--- config.mk ---
export PLATFORM = sky130hd
export DESIGN_NAME = wav_stream_parser
export DESIGN_NICKNAME = d
export VERILOG_FILES = /design/src/rtl/wsp_pkg.sv /design/src/rtl/wsp_dp.sv /design/src/rtl/wsp_ctrl.sv /design/src/rtl/wav_stream_parser.sv
export SDC_FILE = /design/constraint.sdc
export NUM_CORES = 1
export LEC_CHECK = 0
export ABC_CLOCK_PERIOD_IN_PS = 16600
export BUFFER_PORTS_ARGS = -buffer_cell sky130_fd_sc_hd__buf_2
export CORE_AREA = 2 2 255 257
export CTS_BUF_LIST = sky130_fd_sc_hd__clkbuf_4
export CTS_CLUSTER_DIAMETER = 150
export DETAILED_ROUTE_END_ITERATION = 12
export DIE_AREA = 0 0 257 259
export GPL_TIMING_DRIVEN = 0
export PLACE_DENSITY = 0.59
export SYNTH_ARGS = -nofsm -noshare
export SYNTH_HDL_FRONTEND = slang
export SYNTH_SLANG_ARGS = --single-unit
--- constraint.sdc ---
create_clock -name clk -period 16.6 [get_ports clk]
set_input_delay 2.49 -clock clk [delete_from_list [all_inputs] [get_ports clk]]
set_output_delay 2.49 -clock clk [all_outputs]
set_load 0.05 [all_outputs]
--- src/rtl/wsp_pkg.sv ---
`timescale 1ns / 1ps
`default_nettype none
package wsp_pkg;

	localparam logic [31:0] TAG_RIFF = 32'h5249_4646;
	localparam logic [31:0] TAG_WAVE = 32'h5741_5645;
	localparam logic [31:0] TAG_FMT  = 32'h666D_7420;
	localparam logic [31:0] TAG_DATA = 32'h6461_7461;

	localparam logic [15:0] FMT_PCM   = 16'd1;
	localparam logic [15:0] FMT_FLOAT = 16'd3;

	typedef enum logic [1:0] {
		KIND_SAMPLE  = 2'd0,
		KIND_HEADER  = 2'd1,
		KIND_INVALID = 2'd2,
		KIND_TRUNC   = 2'd3
	} kind_t;

	typedef enum logic [3:0] {
		ST_RIFF,
		ST_SEEKFMT,
		ST_SKIPFMT,
		ST_FMTBODY,
		ST_CHK_MUL,
		ST_CHK_CMP,
		ST_SEEKDATA,
		ST_SKIPDATA,
		ST_DATA,
		ST_DONE
	} state_t;

	typedef enum logic [2:0] {
		OP_NONE,
		OP_RIFF,
		OP_CHUNK,
		OP_SKIP,
		OP_FMT,
		OP_DATA,
		OP_SKIP16
	} op_t;

	typedef struct packed {
		op_t   op;
		logic  start;
		logic  out_load;
		kind_t out_kind;
	} cmd_t;

	typedef struct packed {
		logic riff_done;
		logic riff_ok;
		logic chunk_done;
		logic tag_fmt;
		logic tag_data;
		logic size_zero;
		logic skip_one;
		logic fmt_last;
		logic sample_done;
		logic data_end;
		logic fmt_ok;
		logic skip_gt16;
	} status_t;

endpackage
`default_nettype wire

--- src/rtl/wsp_dp.sv ---
`timescale 1ns / 1ps
`default_nettype none
module wsp_dp (
	input  wire logic                clk,
	input  wire logic [7:0]          data_byte,
	input  wire wsp_pkg::cmd_t       cmd,
	output wsp_pkg::status_t         status,
	output logic [1:0]               kind,
	output logic signed [31:0]       sample,
	output logic [31:0]              rate_hz,
	output logic [4:0]               channel_count,
	output logic [5:0]               sample_bits,
	output logic                     last
);

	logic [4:0]  byte_index_q;
	logic [31:0] tag_q;
	logic [31:0] size_q;
	logic [31:0] skip_left_q;
	logic [15:0] format_q;
	logic [15:0] channels_q;
	logic [31:0] rate_q;
	logic [31:0] byterate_q;
	logic [15:0] align_q;
	logic [15:0] bits_q;
	logic [31:0] data_left_q;
	logic [23:0] accum_q;
	logic [31:0] prod_q;

	logic [4:0]  idx;
	logic [31:0] size_next;
	logic [2:0]  bps;
	logic [1:0]  lane;
	logic [31:0] merged;
	logic [31:0] smp_val;
	logic [31:0] data_left_dec;
	logic        data_last;
	logic        hdr_last;
	logic [10:0] cb;
	logic [42:0] prod_full;

	// a new file restarts the byte count before this byte is taken
	assign idx = cmd.start ? 5'd0 : byte_index_q;

	assign bps  = bits_q[5:3];
	assign lane = idx[1:0];
	assign merged = {8'd0, accum_q} | ({24'd0, data_byte} << {lane, 3'b000});
	assign data_left_dec = data_left_q - 32'd1;
	assign data_last = data_left_dec < {29'd0, bps};

	always_comb begin
		size_next = size_q;
		unique case (idx)
			5'd4:    size_next = {24'd0, data_byte};
			5'd5:    size_next = {size_q[31:16], data_byte, size_q[7:0]};
			5'd6:    size_next = {size_q[31:24], data_byte, size_q[15:0]};
			5'd7:    size_next = {data_byte, size_q[23:0]};
			default: size_next = size_q;
		endcase
	end

	assign hdr_last = size_next < {29'd0, bps};

	always_comb begin
		smp_val = merged;
		unique case (bps)
			3'd1:    smp_val = (merged ^ 32'h0000_0080) << 24;
			3'd2:    smp_val = merged << 16;
			3'd3:    smp_val = merged << 8;
			default: smp_val = merged;
		endcase
	end

	assign cb = 11'(channels_q[4:0] * bits_q[5:0]);
	assign prod_full = rate_q * cb;

	always_comb begin
		status.riff_done   = idx == 5'd11;
		status.riff_ok     = tag_q == wsp_pkg::TAG_RIFF &&
		                     {size_q[23:0], data_byte} == wsp_pkg::TAG_WAVE;
		status.chunk_done  = idx == 5'd7;
		status.tag_fmt     = tag_q == wsp_pkg::TAG_FMT;
		status.tag_data    = tag_q == wsp_pkg::TAG_DATA;
		status.size_zero   = size_next == 32'd0;
		status.skip_one    = skip_left_q == 32'd1;
		status.fmt_last    = idx[3:0] == 4'd15;
		status.sample_done = ({1'b0, lane} + 3'd1) >= bps;
		status.data_end    = data_left_q == 32'd1;
		status.skip_gt16   = skip_left_q > 32'd16;
		status.fmt_ok      = (format_q == wsp_pkg::FMT_PCM || format_q == wsp_pkg::FMT_FLOAT)
		                     && channels_q >= 16'd1 && channels_q <= 16'd16
		                     && (bits_q == 16'd8 || bits_q == 16'd16 ||
		                         bits_q == 16'd24 || bits_q == 16'd32)
		                     && byterate_q == {3'd0, prod_q[31:3]}
		                     && align_q == {8'd0, cb[10:3]};
	end

	always_ff @(posedge clk) begin
		prod_q <= prod_full[31:0];
		case (cmd.op)
			wsp_pkg::OP_RIFF: begin
				if (idx < 5'd4)
					tag_q <= {tag_q[23:0], data_byte};
				else if (idx >= 5'd8)
					size_q <= {size_q[23:0], data_byte};
				byte_index_q <= (idx == 5'd11) ? 5'd0 : idx + 5'd1;
			end
			wsp_pkg::OP_CHUNK: begin
				if (idx < 5'd4)
					tag_q <= {tag_q[23:0], data_byte};
				size_q <= size_next;
				if (idx == 5'd7) begin
					byte_index_q <= 5'd0;
					skip_left_q  <= size_next;
					data_left_q  <= size_next;
					accum_q      <= 24'd0;
				end else begin
					byte_index_q <= idx + 5'd1;
				end
			end
			wsp_pkg::OP_SKIP:   skip_left_q <= skip_left_q - 32'd1;
			wsp_pkg::OP_SKIP16: skip_left_q <= skip_left_q - 32'd16;
			wsp_pkg::OP_FMT: begin
				unique case (idx[3:0])
					4'd0:  format_q[7:0]     <= data_byte;
					4'd1:  format_q[15:8]    <= data_byte;
					4'd2:  channels_q[7:0]   <= data_byte;
					4'd3:  channels_q[15:8]  <= data_byte;
					4'd4:  rate_q[7:0]       <= data_byte;
					4'd5:  rate_q[15:8]      <= data_byte;
					4'd6:  rate_q[23:16]     <= data_byte;
					4'd7:  rate_q[31:24]     <= data_byte;
					4'd8:  byterate_q[7:0]   <= data_byte;
					4'd9:  byterate_q[15:8]  <= data_byte;
					4'd10: byterate_q[23:16] <= data_byte;
					4'd11: byterate_q[31:24] <= data_byte;
					4'd12: align_q[7:0]      <= data_byte;
					4'd13: align_q[15:8]     <= data_byte;
					4'd14: bits_q[7:0]       <= data_byte;
					4'd15: bits_q[15:8]      <= data_byte;
					default: ;
				endcase
				byte_index_q <= {1'b0, idx[3:0] + 4'd1};
			end
			wsp_pkg::OP_DATA: begin
				data_left_q <= data_left_dec;
				if (status.sample_done) begin
					byte_index_q <= 5'd0;
					accum_q      <= 24'd0;
				end else begin
					accum_q      <= merged[23:0];
					byte_index_q <= {3'd0, lane + 2'd1};
				end
			end
			default: ;
		endcase

		if (cmd.out_load) begin
			kind          <= cmd.out_kind;
			sample        <= '0;
			rate_hz       <= '0;
			channel_count <= '0;
			sample_bits   <= '0;
			last          <= 1'b0;
			case (cmd.out_kind)
				wsp_pkg::KIND_SAMPLE: begin
					sample      <= smp_val;
					sample_bits <= bits_q[5:0];
					last        <= data_last;
				end
				wsp_pkg::KIND_HEADER: begin
					rate_hz       <= rate_q;
					channel_count <= channels_q[4:0];
					sample_bits   <= bits_q[5:0];
					last          <= hdr_last;
				end
				default: ;
			endcase
		end
	end

endmodule
`default_nettype wire

--- src/rtl/wsp_ctrl.sv ---
`timescale 1ns / 1ps
`default_nettype none
module wsp_ctrl (
	input  wire logic              clk,
	input  wire logic              arst_n,
	input  wire logic              in_valid,
	output logic                   in_stall,
	input  wire logic              starts_file,
	input  wire logic              ends_file,
	output logic                   out_valid,
	input  wire logic              out_stall,
	input  wire wsp_pkg::status_t  status,
	output wsp_pkg::cmd_t          cmd
);

	wsp_pkg::state_t state_q, state_d;
	wsp_pkg::state_t ph, ph_step;
	logic            end_q;
	logic            slot_busy;
	logic            accept;
	logic            emit;
	wsp_pkg::kind_t  emit_kind;

	assign slot_busy = out_valid && out_stall;
	assign ph = starts_file ? wsp_pkg::ST_RIFF : state_q;

	// phase after this byte, before the end-of-file override
	always_comb begin
		ph_step   = ph;
		emit      = 1'b0;
		emit_kind = wsp_pkg::KIND_INVALID;
		unique case (ph)
			wsp_pkg::ST_RIFF: begin
				if (status.riff_done) begin
					if (status.riff_ok) begin
						ph_step = wsp_pkg::ST_SEEKFMT;
					end else begin
						ph_step = wsp_pkg::ST_DONE;
						emit    = 1'b1;
					end
				end
			end
			wsp_pkg::ST_SEEKFMT: begin
				if (status.chunk_done) begin
					if (status.tag_fmt)
						ph_step = wsp_pkg::ST_FMTBODY;
					else if (!status.size_zero)
						ph_step = wsp_pkg::ST_SKIPFMT;
				end
			end
			wsp_pkg::ST_SKIPFMT: if (status.skip_one) ph_step = wsp_pkg::ST_SEEKFMT;
			wsp_pkg::ST_FMTBODY: if (status.fmt_last) ph_step = wsp_pkg::ST_CHK_MUL;
			wsp_pkg::ST_SEEKDATA: begin
				if (status.chunk_done) begin
					if (status.tag_data) begin
						emit      = 1'b1;
						emit_kind = wsp_pkg::KIND_HEADER;
						ph_step   = status.size_zero ? wsp_pkg::ST_DONE : wsp_pkg::ST_DATA;
					end else if (!status.size_zero) begin
						ph_step = wsp_pkg::ST_SKIPDATA;
					end
				end
			end
			wsp_pkg::ST_SKIPDATA: if (status.skip_one) ph_step = wsp_pkg::ST_SEEKDATA;
			wsp_pkg::ST_DATA: begin
				if (status.sample_done) begin
					emit      = 1'b1;
					emit_kind = wsp_pkg::KIND_SAMPLE;
				end
				if (status.data_end)
					ph_step = wsp_pkg::ST_DONE;
			end
			default: ;
		endcase
		// end of file inside a phase that has not finished overrides any result
		if (ends_file && ph_step != wsp_pkg::ST_DONE && ph_step != wsp_pkg::ST_CHK_MUL) begin
			emit = 1'b1;
			emit_kind = (ph_step == wsp_pkg::ST_RIFF || ph_step == wsp_pkg::ST_FMTBODY ||
			             ph_step == wsp_pkg::ST_DATA) ? wsp_pkg::KIND_TRUNC
			                                          : wsp_pkg::KIND_INVALID;
			ph_step = wsp_pkg::ST_DONE;
		end
	end

	always_comb begin
		in_stall = slot_busy || state_q == wsp_pkg::ST_CHK_MUL ||
		           state_q == wsp_pkg::ST_CHK_CMP;
		accept   = in_valid && !in_stall;
	end

	always_comb begin
		state_d = state_q;
		unique case (state_q)
			wsp_pkg::ST_CHK_MUL: state_d = wsp_pkg::ST_CHK_CMP;
			wsp_pkg::ST_CHK_CMP: begin
				if (!slot_busy) begin
					if (!status.fmt_ok || end_q)
						state_d = wsp_pkg::ST_DONE;
					else if (status.skip_gt16)
						state_d = wsp_pkg::ST_SKIPDATA;
					else
						state_d = wsp_pkg::ST_SEEKDATA;
				end
			end
			default: if (accept) state_d = ph_step;
		endcase
	end

	always_comb begin
		cmd.op       = wsp_pkg::OP_NONE;
		cmd.start    = starts_file;
		cmd.out_load = 1'b0;
		cmd.out_kind = emit_kind;
		unique case (state_q)
			wsp_pkg::ST_CHK_MUL: ;
			wsp_pkg::ST_CHK_CMP: begin
				cmd.start    = 1'b0;
				cmd.out_kind = wsp_pkg::KIND_INVALID;
				if (!slot_busy) begin
					if (!status.fmt_ok || end_q)
						cmd.out_load = 1'b1;
					else if (status.skip_gt16)
						cmd.op = wsp_pkg::OP_SKIP16;
				end
			end
			default: begin
				if (accept) begin
					cmd.out_load = emit;
					unique case (ph)
						wsp_pkg::ST_RIFF:     cmd.op = wsp_pkg::OP_RIFF;
						wsp_pkg::ST_SEEKFMT,
						wsp_pkg::ST_SEEKDATA: cmd.op = wsp_pkg::OP_CHUNK;
						wsp_pkg::ST_SKIPFMT,
						wsp_pkg::ST_SKIPDATA: cmd.op = wsp_pkg::OP_SKIP;
						wsp_pkg::ST_FMTBODY:  cmd.op = wsp_pkg::OP_FMT;
						wsp_pkg::ST_DATA:     cmd.op = wsp_pkg::OP_DATA;
						default:              cmd.op = wsp_pkg::OP_NONE;
					endcase
				end
			end
		endcase
	end

	always_ff @(posedge clk or negedge arst_n) begin
		if (!arst_n) begin
			state_q   <= wsp_pkg::ST_RIFF;
			end_q     <= 1'b0;
			out_valid <= 1'b0;
		end else begin
			state_q <= state_d;
			if (accept)
				end_q <= ends_file;
			if (cmd.out_load)
				out_valid <= 1'b1;
			else if (!out_stall)
				out_valid <= 1'b0;
		end
	end

endmodule
`default_nettype wire

--- src/rtl/wav_stream_parser.sv ---
`timescale 1ns / 1ps
`default_nettype none
// channel  | handshake           | payload
// input    | in_valid / in_stall | data_byte, starts_file, ends_file
// output   | out_valid/out_stall | kind, sample, rate_hz, channel_count, sample_bits, last
//
// One byte is taken per cycle while the result register is free or being emptied and no fmt check runs.
// After the last fmt byte, input is stalled for the byte-rate multiply
// and then for the field compare.
// Reset returns the parser to waiting for the RIFF header with no result held.
// A held result blocks further transfers only while out_stall is high.
module wav_stream_parser (
	input  wire logic               clk,
	input  wire logic               arst_n,
	input  wire logic               in_valid,
	output logic                    in_stall,
	input  wire logic [7:0]         data_byte,
	input  wire logic               starts_file,
	input  wire logic               ends_file,
	output logic                    out_valid,
	input  wire logic               out_stall,
	output logic [1:0]              kind,
	output logic signed [31:0]      sample,
	output logic [31:0]             rate_hz,
	output logic [4:0]              channel_count,
	output logic [5:0]              sample_bits,
	output logic                    last
);

	wsp_pkg::cmd_t    cmd;
	wsp_pkg::status_t status;

	wsp_ctrl u_ctrl (
		.clk         (clk),
		.arst_n      (arst_n),
		.in_valid    (in_valid),
		.in_stall    (in_stall),
		.starts_file (starts_file),
		.ends_file   (ends_file),
		.out_valid   (out_valid),
		.out_stall   (out_stall),
		.status      (status),
		.cmd         (cmd)
	);

	wsp_dp u_dp (
		.clk           (clk),
		.data_byte     (data_byte),
		.cmd           (cmd),
		.status        (status),
		.kind          (kind),
		.sample        (sample),
		.rate_hz       (rate_hz),
		.channel_count (channel_count),
		.sample_bits   (sample_bits),
		.last          (last)
	);

endmodule
`default_nettype wire
### Word level (Yosys, flattened, before mapping)

Index checks and enable logic that the tools add are counted.

| word-level totals | value |
|---|---|
| flip-flop bits (word level) | 401 |
| input port bits | 14 |
| output and inout port bits | 80 |
| logic and storage cells | 234 |

| cells by class | value |
|---|---|
| $add $sub $neg | 7 |
| $mul | 2 |
| magnitude comparators | 8 |
| eq/ne operators | 61 |
| shifts and indexed selects | 1 |
| multiplexer cells | 65 |
| bitwise operators | 2 |
| reductions and logical operators | 56 |

Operators by type and width:

| kind | count |
|---|---|
| $pmux W32 S3 | 2 |
| $eq A32 B31 Y1 const B | 4 |
| $pmux W32 S2 | 2 |
| $pmux W32 S4 | 1 |
| $mux W32 | 3 |
| $mux W4 | 17 |
| $eq A32 B1 Y1 const B | 2 |
| $lt A32 B3 Y1 | 2 |
| $sub A32 B1 Y32 const B | 2 |
| $mux W24 | 2 |
| $pmux W24 S2 | 1 |
| $eq A4 B4 Y1 const B | 10 |
| $reduce_and A2 Y1 | 20 |
| $eq A16 B5 Y1 const B | 2 |
| $eq A32 B29 Y1 | 1 |
| $eq A4 B3 Y1 const B | 8 |
| $gt A32 B5 Y1 const B | 1 |
| $logic_not A32 Y1 | 1 |
| $mul A32 B11 Y32 | 1 |
| $or A24 B32 Y32 | 1 |
| $shl A8 B5 Y32 | 1 |
| $sub A32 B5 Y32 const B | 1 |
| $pmux W4 S7 | 1 |
| $eq A4 B2 Y1 const B | 5 |
| 48 further kinds | 111 |

### Longest topological paths before layout

| logic depth | value |
|---|---|
| depth after elaboration | 18 |
| depth in mapped cells | 36 |
| gate-level depth less buffers | 33 |

### By module

Synthesis repeated with hierarchy kept, for this count alone.

| second synthesis, totals | value |
|---|---|
| cell total of the unflattened synthesis | 2605 |
| area, all modules | 27298.7 sq um |

Modules (own cells, without submodules):

| module | times used | cells each | area each (sq um) | sequential area each (sq um) |
|---|---|---|---|---|
| wsp_dp | 1 | 2479 | 26415.3 | 11451.0 |
| wsp_ctrl | 1 | 126 | 883.3 | 150.1 |

### Worst setup path after synthesis

OpenSTA, ideal clock, no wires.

| timing | value |
|---|---|
| path kind | input to register |
| start | input starts_file |
| end | register u_dp.channel_count[0] (enable) |
| setup time | 524 ps |
| arrival | 9264 ps |
| path slack | 6813 ps |
| stages | 18 |
| cell sequence | clkbuf_1 > clkbuf_1 > nand2_1 > nand2_1 > inv_1 > ha_1 > clkbuf_1 > nand2_1 > a2111oi_1 > buf_2 > a22oi_1 > and4_1 > and4_1 > o21ba_1 > o21ai_2 > buf_6 > a211oi_2 > o21ai_1 |

RTL lines:

| element | line | text |
|---|---|---|
| start: declaration | wav_stream_parser.sv:18 | `input wire logic starts_file,` |
| end signal: assignment | wsp_dp.sv:173 | `channel_count <= channels_q[4:0];` |
| end: declaration | wsp_dp.sv:11 | `output logic [4:0] channel_count,` |

### Final worst setup path

| timing | value |
|---|---|
| start | register u_dp.bits_q[3] |
| end | register u_dp.prod_q[30] |

| between the ends | value |
|---|---|
| cells in the longest elaborated chain, start to end | 2 |

Ends and longest elaborated chain:

| element | line | text |
|---|---|---|
| start: declaration | wsp_dp.sv:25 | `logic [15:0] bits_q;` |
| start signal: assignment | wsp_dp.sv:139 | `4'd14: bits_q[7:0] <= data_byte;` |
| $mul A5 B6 Y11 | wsp_dp.sv:74 | `assign cb = 11'(channels_q[4:0] * bits_q[5:0]);` |
| $mul A32 B11 Y32 | wsp_dp.sv:75 | `assign prod_full = rate_q * cb;` |
| named net u_dp.prod_full[30] | wsp_dp.sv:40 | `logic [42:0] prod_full;` |
| end signal: assignment | wsp_dp.sv:99 | `prod_q <= prod_full[31:0];` |
| end: declaration | wsp_dp.sv:28 | `logic [31:0] prod_q;` |

The timed path passes the listed nets, and every way through them passes these cells.
A chain may end at the register's enable or synchronous reset.

==> results.md <==
- Sequential-to-total area share from yosys stat: 41.6%
- Largest net degree at the start of global routing: 36
- Tcrit/Tclk final: 69.0%
- Area after DPL: 29700 um2
- Setup-failing EPs final: 0
- Yosys warns: 0
- Worst IR Drop VDD: 0.0654 mV
- Outcome: finished clean
- Number of synthesized flops with an enable pin: 362
- Leak: 12.0 nW
- Crit path top cell by count: fa_1
- Max Cap Violations: 0
- HP Start: u_dp.tag_q[14]
- Setup_tns: 0 ns
- Worst setup path class: reg -> reg
- Fmax: 87.3 MHz
- Ys async rst share: 1.51%
- Mapped Avg Cell Area: 10.5 um2
- Syn nets: 2993
- # DRC: 0
- Global-route wire length before repair: 128 mm
- CTS tree: yes
- Worst slew pin tran: 1.33 ns
- Final antenna-violating net count: 0
- Starting density of the core: 43.7%
- Clk pin slew, worst setup/hold paths: 0.06 ns
- Post-synth cell types: 85
- Multi-input logic area: 14900 um2
- CP max stage delay: 0.87 ns
- Reg2reg start: u_dp.bits_q[3]
- Worst Path Required: 17.35 ns
- Slew margin rel.: 10.9%
- Num ports: 94
- Number of vias per cell: 5.55
- Hold_ws: 0.444 ns
- Clock H-tree levels: 3
- Initial antenna violation count: 3
- Register Area: 11600 um2
- Startpoint class of the critical path: flip-flop
- Root Buffer: clkbuf_4
- Fillers: 6022
- Hold violation count in the final report: 0
- Total Power: 0.00334 W
- Hold-fix buffers, CTS: 0
- Postcts setup bufs: 0
- Count of pins over their slew limit: 0
- Setup slack, reg-to-reg: 5.14 ns
- Final core utilization: 48.7%
- Synth area leader: edfxtp_1
- Most used flip-flop cell after synthesis: edfxtp_1
- Num CTS Buffers: 106
- RePlAce Congestion: 0.929
- DP HPWL: 62.2 mm
- Worst min path class: reg -> reg
- Minimum clock period: 11.46 ns
- Fin area: 31100 um2
- DR iter-0 viols: 1600
- Power per standard cell area: 107 nW/um2
- Die Y-Extent: 259 um
- Area grow syn2layout: 11.5%
- Core area: 63900 um2
- CP endpoint kind: flip-flop
- Via Count: 21.2k
- Port Buffer Count: 91
- Total GRT Usage: 24.9%
- Worst Hold Endpoint: u_dp.tag_q[22]
- Die area: 66600 um2
- CP arrival: 12.21 ns
- Num rows: 93
- Final wirelength: 82.0 mm
- RSZ-0062 raised after global routing: no
- Synth top cells by count: edfxtp_1 (362), nand2_1 (335), inv_1 (240), fa_1 (231), nor2_1 (192)
- FF-to-FF path depth: 34
- # resized after CTS: 0
- Clock Skews: 0.0633 ns
- Share of layout cells above drive strength 1: 11.2%
- Vias in the first global route: 21.9k
- Total congestion overflow: 0
- Area contributors post-synth: edfxtp_1 (39%), fa_1 (17%), nand2_1 (4.5%), and2_1 (3.7%), ha_1 (3.7%)
- Yosys reg bits: 397
- CTS sink count: 397
- Hold Path Depth: 0
- CP Max Fanout: 10
- Most common cell in the netlist: edfxtp_1
- Post-synthesis cell count: 2665
- Die X-Extent: 257 um
- WL/cell: 21.5 um
- DR pass1 iterations: 5
- Mapped Area: 27900 um2
- CP max-delay cell: a2111oi_0
- R2r endpoint: u_dp.prod_q[30]
- Layout net count: 3204
- Worst skew pair latency: 0.88 ns
- Longest Clk Path Bufs: 3
- Top-area cell type share of the netlist area: 38.9%
-- flip-flops by register name, indices dropped and copies added (netlist names), 2 cells and up --
name                cells
u_dp.prod_q            29
u_dp.byte_index_q       5
u_dp.channel_count      5
u_dp.sample_bits        6
u_dp.tag_q             32
u_dp.kind               2
u_ctrl.state_q          4
u_dp.rate_q            32
u_dp.format_q          15
u_dp.byterate_q        32
u_dp.size_q            32
u_dp.rate_hz           32
u_dp.sample            32
u_dp.align_q           16
u_dp.data_left_q       32
u_dp.skip_left_q       32
u_dp.bits_q            16
u_dp.accum_q           24
u_dp.channels_q        16
-- worst max path at each step --
stage	start	endpoint	slack [ns]	cells after the start
3_5_place_dp	u_dp.bits_q[3]	u_dp.prod_q[30]	5.28	33
6_report	u_dp.bits_q[3]	u_dp.prod_q[30]	5.14	34
4_1_cts	u_dp.bits_q[3]	u_dp.prod_q[30]	5.25	34
3_3_place_gp	starts_file	u_dp.rate_hz[8]	3.29	18
5_1_grt	u_dp.bits_q[3]	u_dp.prod_q[30]	4.62	34
2_1_floorplan	starts_file	u_dp.channel_count[0]	6.81	18
-- routing by layer --
metal	GRT usage, %	vias up	wire (um)
li1	-	9722	-
met1	31.5	10600	33600
met2	43.2	705	41000
met3	4.30	161	4690
met4	8.69	0	2670
met5	0	-	0
-- layout by cell type, fill, tap and decap left out, types with 24 or more instances in the layout --
master / instances
nor2_1: 192
nand2_1: 334
xor2_1: 45
buf_2: 99
xnor2_1: 75
clkbuf_4: 158
ha_1: 83
inv_1: 240
and3_1: 44
clkbuf_1: 118
o21ai_0: 88
and2_1: 166
nand3_1: 29
nor4_1: 37
edfxtp_1: 362
nor3_1: 40
dfxtp_1: 29
o22ai_1: 29
fa_1: 231
or3_1: 24
a21oi_1: 121
-- where the power goes --
part / switching (W) / total (W) / leakage (nW) / internal, W
registers: 0.0000810 / 0.00137 / 3.61 / 0.00129
logic: 0.000750 / 0.00107 / 7.60 / 0.000318
clock network: 0.000426 / 0.000907 / 0.842 / 0.000480
total: 0.00126 / 0.00334 / 12.0 / 0.00209
-- layout make-up --
cell class              count  share of cell area, %
inverters                 241                   2.91
clock buffers             158                   3.81
flip-flops and latches    397                   37.3
multi-input cells        1887                   48.0
well taps                 855                   3.44
repair buffers            103                   2.03
clock inverters            34                  0.691
plain buffers             140                   1.82
diodes                      6                 0.0482
-- through the flow --
stage | instances | worst slack [ns]
finish | 3821 | 5.14
global route | 3820 | 4.62
CTS | 3815 | 5.25
detailed placement | 3623 | 5.28
global placement | 3611 | 3.29
floorplan | 2665 | 6.81
-- kinds of logic (layout without fill, tap and decap cells) --
group	count (synthesis)	in the layout	synth area share, %
simple gates	996	996	17.9
compound gates	441	441	10.6
flops	397	397	41.6
buf+inv	381	676	5.27
fa+ha+maj	314	314	20.3
xor+xnor	122	122	3.88
mux	14	14	0.515
other cells	0	6	0
-- worst max-delay path: cells and delay by family, from the launching register on --
kind,cells,cell delay [ns]
AO/OA/AOI/OAI,13,3.46
XOR/XNOR,1,0.66
AND/OR/NAND/NOR,2,0.42
flip-flops,1,0.57
adder cells (fa/ha/maj),10,4.56
buffers and inverters,8,1.69
(Power assumes the default switching activity.)
